$ cat src/sv/length_prefixed_deframer_core_defines.svh
// ----------------------------------------------------------------------------
// Length-prefixed deframer assertion macros
// Shared property forms for the deframer core's checks.
// ----------------------------------------------------------------------------
`ifndef LENGTH_PREFIXED_DEFRAMER_CORE_DEFINES_SVH
`define LENGTH_PREFIXED_DEFRAMER_CORE_DEFINES_SVH

// The consequent must hold in the same cycle as the antecedent.
`define LPD_ASSERT_SAME(lbl, ante, cons) \
    lbl: assert property (@(posedge clk) disable iff (!rst_n) (ante) |-> (cons)) \
        else $error("deframer check failed in the same cycle");

// The consequent must hold in the cycle after the antecedent.
`define LPD_ASSERT_NEXT(lbl, ante, cons) \
    lbl: assert property (@(posedge clk) disable iff (!rst_n) (ante) |=> (cons)) \
        else $error("deframer check failed in the following cycle");

`endif

$ cat src/sv/lpd_pkg.sv
// ----------------------------------------------------------------------------
// Length-prefixed deframer package
// Result codes, header constants and the result word type.
// ----------------------------------------------------------------------------
`default_nettype none

package lpd_pkg;

    // Result kinds.
    localparam logic [1:0] KIND_BODY  = 2'd0;
    localparam logic [1:0] KIND_EMPTY = 2'd1;
    localparam logic [1:0] KIND_ERROR = 2'd2;

    // Header layout: four length bytes, then two type bytes.
    localparam logic [2:0] HEADER_BYTES    = 3'd6;
    localparam logic [2:0] LEN_FIELD_BYTES = 3'd4;

    // Reset value of the maximum body length register.
    localparam logic [31:0] RESET_MAX_BODY = 32'd16777216;

    // One result word.
    typedef struct packed {
        logic [1:0]  kind;
        logic [15:0] packet_type;
        logic [7:0]  body_byte;
        logic        last;
    } lpd_result_t;

endpackage

`default_nettype wire

$ cat src/sv/lpd_if.sv
// ----------------------------------------------------------------------------
// Length-prefixed deframer channel interfaces
// Valid/ready channels for received bytes, result words and register writes.
// ----------------------------------------------------------------------------
`default_nettype none

// Received byte stream.
interface lpd_byte_if;
    logic       valid;
    logic       ready;
    logic [7:0] data_byte;

    modport source (output valid, output data_byte, input ready);
    modport sink   (input valid, input data_byte, output ready);
endinterface

// Deframed result words.
interface lpd_result_if;
    logic        valid;
    logic        ready;
    logic [1:0]  kind;
    logic [15:0] packet_type;
    logic [7:0]  body_byte;
    logic        last;

    modport source (output valid, output kind, output packet_type, output body_byte,
                    output last, input ready);
    modport sink   (input valid, input kind, input packet_type, input body_byte,
                    input last, output ready);
endinterface

// Write channel for the maximum body length register.
interface lpd_cfg_if;
    logic        valid;
    logic        ready;
    logic [31:0] data;

    modport source (output valid, output data, input ready);
    modport sink   (input valid, input data, output ready);
endinterface

`default_nettype wire

$ cat src/sv/length_prefixed_deframer_core.sv
// A result word is registered in the output register, or in the skid entry during an output stall.
// Throughput: one byte per cycle while the skid entry is empty; the header compare and body count settle in that cycle.
// A two-entry output stage (output register plus skid) takes one more word during an
// output stall; the input is held off while the skid entry is full.
// Reset clears the header count, body count and halt flag, empties the output stage,
// and sets the maximum body length back to 16777216.
// ----------------------------------------------------------------------------
// Length-prefixed deframer core
// Splits a byte stream into packets with a 32-bit length and 16-bit type header.
// ----------------------------------------------------------------------------
`default_nettype none

module length_prefixed_deframer_core
    import lpd_pkg::*;
(
    input  wire           clk,
    input  wire           rst_n,
    lpd_byte_if.sink      rx,
    lpd_result_if.source  packets,
    lpd_cfg_if.sink       cfg
);

    // Register state.
    logic [31:0] max_body_reg;
    logic [2:0]  header_count_reg, header_count_next;
    logic [31:0] length_shift_reg, length_shift_next;
    logic [15:0] type_shift_reg, type_shift_next;
    logic [31:0] body_remaining_reg, body_remaining_next;
    logic        halted_reg, halted_next;

    logic        out_valid_reg;
    lpd_result_t out_reg;
    logic        skid_valid_reg;
    lpd_result_t skid_reg;

    logic        accept;
    logic        res_valid;
    lpd_result_t res;
    logic [2:0]  count_inc;
    logic        load_out;

    assign accept    = rx.valid && rx.ready;
    assign rx.ready  = !skid_valid_reg;
    assign cfg.ready = 1'b1;
    assign count_inc = header_count_reg + 3'd1;
    assign load_out  = !out_valid_reg || packets.ready;

    // Header assembly, length check and body counting for one byte.
    always_comb
    begin
        header_count_next   = header_count_reg;
        length_shift_next   = length_shift_reg;
        type_shift_next     = type_shift_reg;
        body_remaining_next = body_remaining_reg;
        halted_next         = halted_reg;
        res_valid           = 1'b0;
        res.kind            = KIND_BODY;
        res.packet_type     = type_shift_reg;
        res.body_byte       = 8'd0;
        res.last            = 1'b0;

        if (accept && !halted_reg)
        begin
            if (header_count_reg < HEADER_BYTES)
            begin
                if (header_count_reg < LEN_FIELD_BYTES)
                begin
                    length_shift_next = {length_shift_reg[23:0], rx.data_byte};
                end
                else
                begin
                    type_shift_next = {type_shift_reg[7:0], rx.data_byte};
                end
                header_count_next = count_inc;
                res.packet_type   = type_shift_next;

                // The header completes on its sixth byte.
                if (count_inc == HEADER_BYTES)
                begin
                    if (length_shift_next > max_body_reg)
                    begin
                        halted_next = 1'b1;
                        res_valid   = 1'b1;
                        res.kind    = KIND_ERROR;
                        res.last    = 1'b1;
                    end
                    else if (length_shift_next == 32'd0)
                    begin
                        header_count_next = 3'd0;
                        res_valid         = 1'b1;
                        res.kind          = KIND_EMPTY;
                        res.last          = 1'b1;
                    end
                    else
                    begin
                        body_remaining_next = length_shift_next;
                    end
                end
            end
            else
            begin
                // Body byte: pass it out and count down.
                res_valid     = 1'b1;
                res.kind      = KIND_BODY;
                res.body_byte = rx.data_byte;
                res.last      = (body_remaining_reg <= 32'd1);
                if (body_remaining_reg <= 32'd1)
                begin
                    body_remaining_next = 32'd0;
                    header_count_next   = 3'd0;
                end
                else
                begin
                    body_remaining_next = body_remaining_reg - 32'd1;
                end
            end
        end
    end

    // Deframer state registers.
    always_ff @(posedge clk or negedge rst_n)
    begin
        if (!rst_n)
        begin
            header_count_reg   <= 3'd0;
            length_shift_reg   <= 32'd0;
            type_shift_reg     <= 16'd0;
            body_remaining_reg <= 32'd0;
            halted_reg         <= 1'b0;
            max_body_reg       <= RESET_MAX_BODY;
        end
        else
        begin
            header_count_reg   <= header_count_next;
            length_shift_reg   <= length_shift_next;
            type_shift_reg     <= type_shift_next;
            body_remaining_reg <= body_remaining_next;
            halted_reg         <= halted_next;
            if (cfg.valid && cfg.ready)
            begin
                max_body_reg <= cfg.data;
            end
        end
    end

    // Output register and skid entry control.
    always_ff @(posedge clk or negedge rst_n)
    begin
        if (!rst_n)
        begin
            out_valid_reg  <= 1'b0;
            skid_valid_reg <= 1'b0;
        end
        else if (load_out)
        begin
            if (skid_valid_reg)
            begin
                out_valid_reg  <= 1'b1;
                skid_valid_reg <= 1'b0;
            end
            else
            begin
                out_valid_reg <= res_valid;
            end
        end
        else if (res_valid)
        begin
            skid_valid_reg <= 1'b1;
        end
    end

    // Output register and skid entry payload.
    always_ff @(posedge clk)
    begin
        if (load_out)
        begin
            out_reg <= skid_valid_reg ? skid_reg : res;
        end
        else if (res_valid)
        begin
            skid_reg <= res;
        end
    end

    assign packets.valid       = out_valid_reg;
    assign packets.kind        = out_reg.kind;
    assign packets.packet_type = out_reg.packet_type;
    assign packets.body_byte   = out_reg.body_byte;
    assign packets.last        = out_reg.last;

    // Checks on the deframer's own logic.
`include "length_prefixed_deframer_core_defines.svh"

    `LPD_ASSERT_SAME(a_skid_behind_out, skid_valid_reg, out_valid_reg)
    `LPD_ASSERT_SAME(a_halted_silent, halted_reg, !res_valid)
    `LPD_ASSERT_SAME(a_count_range, 1'b1, header_count_reg <= HEADER_BYTES)
    `LPD_ASSERT_SAME(a_body_gives_word,
                     accept && !halted_reg && header_count_reg == HEADER_BYTES,
                     res_valid && res.kind == KIND_BODY)
    `LPD_ASSERT_NEXT(a_error_halts, res_valid && res.kind == KIND_ERROR, halted_reg)

endmodule

`default_nettype wire
$ cat src/flat_wrapper.sv
// flat-port wrapper written by rule: the top's interface ports become plain ports
module length_prefixed_deframer_core_flat import lpd_pkg::*;
  (clk, rst_n, rx_valid, rx_data_byte, rx_ready, packets_valid, packets_kind, packets_packet_type, packets_body_byte, packets_last, packets_ready, cfg_valid, cfg_data, cfg_ready);
  lpd_byte_if rx_i ();
  lpd_result_if packets_i ();
  lpd_cfg_if cfg_i ();
  input  wire clk;
  input  wire rst_n;
  input wire logic [$bits(rx_i.valid)-1:0] rx_valid;
  input wire logic [$bits(rx_i.data_byte)-1:0] rx_data_byte;
  output wire logic [$bits(rx_i.ready)-1:0] rx_ready;
  output wire logic [$bits(packets_i.valid)-1:0] packets_valid;
  output wire logic [$bits(packets_i.kind)-1:0] packets_kind;
  output wire logic [$bits(packets_i.packet_type)-1:0] packets_packet_type;
  output wire logic [$bits(packets_i.body_byte)-1:0] packets_body_byte;
  output wire logic [$bits(packets_i.last)-1:0] packets_last;
  input wire logic [$bits(packets_i.ready)-1:0] packets_ready;
  input wire logic [$bits(cfg_i.valid)-1:0] cfg_valid;
  input wire logic [$bits(cfg_i.data)-1:0] cfg_data;
  output wire logic [$bits(cfg_i.ready)-1:0] cfg_ready;
  assign rx_i.valid = rx_valid;
  assign rx_i.data_byte = rx_data_byte;
  assign rx_ready = rx_i.ready;
  assign packets_valid = packets_i.valid;
  assign packets_kind = packets_i.kind;
  assign packets_packet_type = packets_i.packet_type;
  assign packets_body_byte = packets_i.body_byte;
  assign packets_last = packets_i.last;
  assign packets_i.ready = packets_ready;
  assign cfg_i.valid = cfg_valid;
  assign cfg_i.data = cfg_data;
  assign cfg_ready = cfg_i.ready;
  length_prefixed_deframer_core u_core (.clk(clk), .rst_n(rst_n), .rx(rx_i), .packets(packets_i), .cfg(cfg_i));
endmodule
$ cat config.mk
export PLATFORM = sky130hd
export DESIGN_NAME = length_prefixed_deframer_core_flat
export DESIGN_NICKNAME = d
export VERILOG_FILES = /design/src/sv/lpd_pkg.sv /design/src/sv/lpd_if.sv /design/src/sv/length_prefixed_deframer_core.sv /design/src/flat_wrapper.sv
export VERILOG_INCLUDE_DIRS = /design/src /design/src/sv
export SDC_FILE = /design/constraint.sdc
export NUM_CORES = 1
export LEC_CHECK = 0
export BUFFER_PORTS_ARGS = -buffer_cell sky130_fd_sc_hd__buf_4
export CORE_UTILIZATION = 60
export DETAILED_ROUTE_END_ITERATION = 12
export PLACE_DENSITY_LB_ADDON = 0.1
export SYNTH_ARGS = -nofsm -noshare
export SYNTH_HDL_FRONTEND = slang
export SYNTH_SLANG_ARGS = --single-unit
$ cat constraint.sdc
create_clock -name clk -period 5.65 [get_ports clk]
set_clock_uncertainty 0.15 [all_clocks]
set_input_delay 0.565 -clock clk [delete_from_list [all_inputs] [get_ports clk]]
set_output_delay 0.565 -clock clk [all_outputs]
set_load 0.1 [all_outputs]
==> impl_metrics.yaml, run 1 <==
setup_path:
  worstSetupEndpointType: "register"
  r2r_end: "u_core.body_remaining_reg[30]"
  worstPathArrival_ps: 4870
  critPathMaxStageDelay_ps: 1080
  reg2regPathDepth: 10
  cp_cell_sequence: "buf_4 -> mux2i_1 -> inv_1 -> ha_1 -> o211ai_1 -> a2111oi_0 -> o31ai_1 -> a41oi_2 -> nand2b_1 -> o21ai_0"
  crit_required_ps: 5760
  critical_path.max_fanout: 32
  cp-start-kind: "register"
  cpMaxStageDelayCell: "dfrtp_1"
  r2r-start: "u_core.header_count_reg[2]"
  rrSetupSlack_ps: 890
  critPathKind: "register to register"
floorplan:
  die-area_um2: 15000
  io_pins: 75
  coreArea_um2: 14000
  num_rows: 43
  start_util_pct: 62.1
  die_w_um: 123
  die_y_um: 123
clock_tree:
  cts_tree: "built"
  clockBufferDepth: 2
  cts_hold_buf: 0
  h-tree-depth: 4
  clkTransAtPathRegs_ps: 70
  clk_latency_ps: 430
  clock-sinks: 172
  cts-root-buf: "clkbuf_16"
  cts_setup_buffers: 0
  cts_repair_resize_count: 0
  numCtsBuffers: 17
placed_design:
  portBuffers: 73
  place.gp.congestion: 0.908
  dp_hpwl_um: 15300
sta:
  tightest_slew_ps: 1110
  rsz0062_at_grt: "false"
  slew_headroom_pct: 25.9
  finalHoldViolations: 0
  min_period_ps: 4760
  max_freq_ghz: 0.210
  setup_tns_ps: 0
  report.final.slew_viol_count: 0
  finalCritPeriodShare_pct: 84.3
  setup_viol: 0
route:
  num_vias: 6747
  ant_nets: 0
  wl_per_cell_um: 20.8
  drc: 0
  vias_per_cell: 6.49
  drt-initial-drc-count: 663
  first_pass_iters: 8
  drt-total-wl_um: 21600
min_path:
  min_path_type: "input pin to async pin"
synth:
  ys_seq_area_share_pct: 52.5
  syn-cell-area_um2: 8720
  synthCells: 785
  yosys_warnings: 0
  synth.distinct_cells: 61
  syn_nets: 866
  async_reset_ff_share_pct: 68.6
  synth_edf_count: 54
  ys.flop_type: "dfrtp_1"
  avgSynthCellArea_um2: 11.1
  ys_seq_elements: 172
power:
  total_power_uw: 2640
  pwr_density_cell_nw_per_um2: 264
  vdd_ir_drop_max_uv: 178
  p_leak_uw: 0.00468
global_routing:
  grt_pass1_wl_um: 35300
  grt.overflow.total: 0
  antenna_found_initial: 0
  grt_max_degree: 67
  grt_pass1_vias: 6524
  grtUsageTotal_pct: 31.5
final_layout:
  n_antenna_cell: 0
  drive_above_1_share_pct: 26.0
  syn2layout_area_growth_pct: 14.6
  fin_nets: 927
flow_run:
  maxCapViolCount: 0
outcome:
  status: "complete, no violations"
## synthesized netlist by cell type (2+ instances only)
cell type | count | area [um2]
a211o_1 | 7 | 61.3
a211oi_1 | 2 | 15.0
a21o_1 | 12 | 90.1
a21oi_1 | 31 | 155
a221oi_1 | 3 | 26.3
a22o_1 | 5 | 43.8
a22oi_1 | 11 | 82.6
a31oi_1 | 3 | 18.8
a32oi_1 | 4 | 35.0
and2_1 | 4 | 25.0
and3_1 | 9 | 56.3
buf_1 | 2 | 7.51
buf_2 | 10 | 50.1
buf_4 | 4 | 30.0
clkbuf_1 | 25 | 93.8
dfrtp_1 | 117 | 2930
edfxtp_1 | 54 | 1620
ha_1 | 36 | 450
inv_1 | 44 | 165
inv_2 | 2 | 7.51
mux2_2 | 96 | 1080
mux2i_1 | 3 | 30.0
nand2_1 | 54 | 203
nand3_1 | 9 | 45.0
nand4_1 | 12 | 75.1
nor2_1 | 38 | 143
nor2b_1 | 4 | 25.0
nor3_1 | 27 | 135
nor4_1 | 16 | 100
o211ai_1 | 2 | 15.0
o21ai_0 | 82 | 410
o21ai_1 | 2 | 10.0
o22ai_1 | 6 | 37.5
o31ai_1 | 14 | 105
o41ai_1 | 2 | 17.5
or3_1 | 4 | 25.0
or4_1 | 3 | 22.5
or4_4 | 3 | 33.8
## layer usage
layer  track usage, %  routed length [um]  vias to the layer above  share of wire (%)
met2             48.3               10100                      375                 46
met3             6.13                1580                       66                7.3
met4             14.6                 827                        0                3.8
li1                 -                   -                     3028                  -
met5                0                   0                        -                  0
met1             43.2                9180                     3278                 42
## how the worst max path moves through the flow
stage                                     startpoint  cells after the start                            end  slack [ps]
final                     u_core.header_count_reg[2]                     10  u_core.body_remaining_reg[30]         890
after floorplan           u_core.header_count_reg[2]                     13             u_core.skid_reg[0]        1150
after global placement    u_core.header_count_reg[2]                     10            u_core.skid_reg[16]        1220
after global routing      u_core.header_count_reg[2]                      9  u_core.body_remaining_reg[29]         690
after CTS                 u_core.header_count_reg[2]                      9  u_core.body_remaining_reg[30]        1000
after detailed placement  u_core.header_count_reg[2]                      9  u_core.body_remaining_reg[31]        1020
## placed cells by master, fill, tap and decap left out, drive strengths merged, types with 3 or more instances in the layout
cell | Yosys | layout
dfrtp | 117 | 117
mux2 | 96 | 96
buf | 17 | 85
o21ai | 84 | 84
nand2 | 54 | 54
edfxtp | 54 | 54
inv | 46 | 49
nor2 | 38 | 38
ha | 36 | 36
a21oi | 31 | 31
nor3 | 27 | 27
clkbuf | 26 | 20
nor4 | 17 | 17
o31ai | 15 | 15
nand4 | 12 | 12
a21o | 12 | 12
a22oi | 11 | 11
and3 | 9 | 9
nand3 | 9 | 9
a211o | 7 | 7
o22ai | 6 | 6
or4 | 6 | 6
a22o | 5 | 5
and2 | 5 | 5
nor2b | 4 | 4
a32oi | 4 | 4
or3 | 4 | 4
a221oi | 4 | 4
clkinv | 0 | 4
mux2i | 3 | 3
a31oi | 3 | 3
bufinv | 0 | 3
## logic make-up after synthesis
logic type / after synthesis / share of synthesized area, %
AO/OA/AOI/OAI: 197 / 14.3
other: 1 / 0.0430
XOR/XNOR: 1 / 0.100
AND/OR/NAND/NOR: 190 / 10.9
multiplexers: 99 / 12.7
adder cells (fa/ha/maj): 36 / 5.17
buffers and inverters: 89 / 4.25
flip-flops: 172 / 52.5
## critical path, delay by kind of cell (launching register included)
| kind | cells | cell delay (ps) |
|---|---|---|
| DFF | 1 | 1080 |
| AOI/OAI and AO/OA | 5 | 1380 |
| and+or+nand+nor | 1 | 820 |
| muxes | 1 | 450 |
| adders and majority gates | 1 | 310 |
| buffers and inverters | 2 | 380 |
## where the power goes
group          leakage (uW)  internal [uW]  total [uW]  switching (uW)
clock network      0.000293            713        1220             506
registers           0.00209           1300        1300            5.75
logic               0.00229           42.1         119            77.4
total               0.00468           2050        2640             589
## final cells by class
cell class	instances	area [um2]
flip-flops and latches	172	4580
fillers	1011	4050
multi-input cells	524	3780
repair buffers	85	638
clock buffers	20	447
well taps	180	225
inverters	46	173
clock inverters	12	161
## stage by stage
step           area, um2  hold slack (ps)  worst slack (ps)  std cells  utilization (%)
2_1_floorplan       8720              119              1150        785                -
3_3_place_gp        9390              319              1220       1007             66.9
3_5_place_dp        9390              327              1020       1007             66.9
4_1_cts            10000             45.5               998       1039             71.2
5_1_grt            10000             66.4               688       1039             71.2
6_report           10000            0.640               887       1039             71.2
Power figures use the tool's default switching activity.
==> run 2, diff against run 1 <==
--- a/config.mk
+++ b/config.mk
@@ -7,7 +7,7 @@
 export NUM_CORES = 1
 export LEC_CHECK = 0
 export BUFFER_PORTS_ARGS = -buffer_cell sky130_fd_sc_hd__buf_4
-export CORE_UTILIZATION = 60
+export CORE_UTILIZATION = 54
 export DETAILED_ROUTE_END_ITERATION = 12
 export PLACE_DENSITY_LB_ADDON = 0.1
 export SYNTH_ARGS = -nofsm -noshare
==> constraint.sdc (replaced) <==
create_clock -name clk -period 4.2 [get_ports clk]
set_clock_uncertainty 0.15 [all_clocks]
set_input_delay 0.42 -clock clk [delete_from_list [all_inputs] [get_ports clk]]
set_output_delay 0.42 -clock clk [all_outputs]
set_load 0.1 [all_outputs]
==> impl_metrics.yaml, run 2 (synthesis gave the netlist of run 1 again) <==
clock_tree:
  cts_repair_resize_count: 0
  clkTransAtPathRegs_ps: 70
  clk_latency_ps: 440
  cts_setup_buffers: 0
  clockBufferDepth: 2
  h-tree-depth: 4
  clock-sinks: 172
  cts-root-buf: "clkbuf_16"
  numCtsBuffers: 17
  cts_tree: "built"
  cts_hold_buf: 0
global_routing:
  grt_pass1_wl_um: 34700
  grtUsageTotal_pct: 27.8
  grt_pass1_vias: 6445
  grt_max_degree: 73
  grt.overflow.total: 0
  antenna_found_initial: 0
sta:
  tightest_slew_ps: 1010
  hold-worst-slack_ps: -6.37
  setup_ws_ps: 310
  min_period_ps: 3890
  report.final.slew_viol_count: 0
  finalHoldViolations: 2
  setup_viol: 0
  slew_headroom_pct: 32.6
  max_freq_ghz: 0.257
  finalCritPeriodShare_pct: 92.6
  setup_tns_ps: 0
  rsz0062_at_grt: "false"
final_layout:
  finalInstanceArea_um2: 10100
  fin_cells: 1078
  syn2layout_area_growth_pct: 15.3
  drive_above_1_share_pct: 26.7
  n_antenna_cell: 0
  fillers: 1259
  fin_nets: 930
  mostFrequentLayoutCell: "dfrtp_1"
  final_cell_mix: "dfrtp_1, mux2_2, buf_4, o21ai_0"
route:
  num_vias: 6651
  drt-initial-drc-count: 595
  first_pass_iters: 6
  vias_per_cell: 6.17
  ant_nets: 0
  wl_per_cell_um: 20.1
  drt-total-wl_um: 21700
  drc: 0
placed_design:
  dp_hpwl_um: 15500
  portBuffers: 73
  place_inst: 1046
  place.gp.congestion: 0.897
  dp_slack_ps: 313
  placed_area_um2: 9470
floorplan:
  die_w_um: 129
  num_rows: 46
  io_pins: 75
  die_y_um: 129
  die-area_um2: 16700
  start_util_pct: 55.1
  coreArea_um2: 15800
min_path:
  min_path_type: "input pin to async pin"
power:
  p_leak_uw: 0.00469
  p_seq_share_pct: 50.9
  pwr_density_cell_nw_per_um2: 343
  vdd_ir_drop_max_uv: 328
  power_frac_comb_pct: 4.7
  p_int_uw: 2590
  swShare_pct: 24.7
  p_switching_uw: 852
  clock_power_share_pct: 44.4
setup_path:
  critical_path.max_fanout: 45
  startpoint: "u_core.header_count_reg[2]"
  crit_required_ps: 4350
  critPathKind: "register to register"
  worstPathArrival_ps: 4040
  worstSetupEndpointType: "register"
  r2r-start: "u_core.header_count_reg[2]"
  cp-start-kind: "register"
flow_run:
  maxCapViolCount: 0
outcome:
  status: "finished with violations"
  violations: "hold timing"
-- run 2: stage by stage --
step / total power, uW / utilization, %
floorplan: 1860 / -
global placement: 1940 / 59.8
detailed placement: 1950 / 59.8
CTS: 3470 / 63.5
global route: 3550 / 63.5
finish: 3450 / 63.5
-- run 2: worst paths after layout --
check / to / slack (ps) / depth (start not counted)
worst max-delay path: u_core.body_remaining_reg[30] / 310 / 12
worst min-delay path: u_core.packets.valid / -6 / 1
worst max register to register: u_core.body_remaining_reg[30] / 310 / 12
worst min register to register: u_core.halted_reg / 330 / 2
max in group asynchronous: u_core.max_body_reg[24] / 2960 / 2
min in group clk: u_core.max_body_reg[30] / 30 / 3
-- run 2: per-layer routing --
layer | track usage [%] | wire [um] | up-vias
met4 | 11.6 | 715 | 0
met1 | 36.8 | 9310 | 3248
met5 | 0 | 0 | -
met3 | 5.37 | 1430 | 64
li1 | - | - | 3035
met2 | 45.1 | 10200 | 304
-- run 2: power by group through the flow --
stage / logic [uW] / registers, uW / clock network [uW]
floorplan: 70.2 / 1790 / 0
finish: 161 / 1750 / 1530
global route: 182 / 1760 / 1610
CTS: 162 / 1750 / 1550
global placement: 152 / 1790 / 0
detailed placement: 161 / 1790 / 0
-- run 2: critical path, stage by stage, from the launching register on --
cell and delay, ps:
dfrtp_1 380, buf_12 240, mux2i_1 460, inv_1 90
ha_1 300, nor2b_1 130, o211ai_1 100, a2111oi_0 540
o31ai_1 170, a41oi_2 510, nand2b_1 220, buf_4 270
o21ai_0 150
-- run 2: area by class of cell --
cell class | instances | area, um2 | area share, %
multi-input combinational | 524 | 3780 | 37.7
tap | 216 | 270 | 2.69
inverter | 46 | 173 | 1.72
clock inverter | 15 | 149 | 1.48
clock buffer | 17 | 425 | 4.23
sequential | 172 | 4580 | 45.5
timing repair buffer | 88 | 673 | 6.70
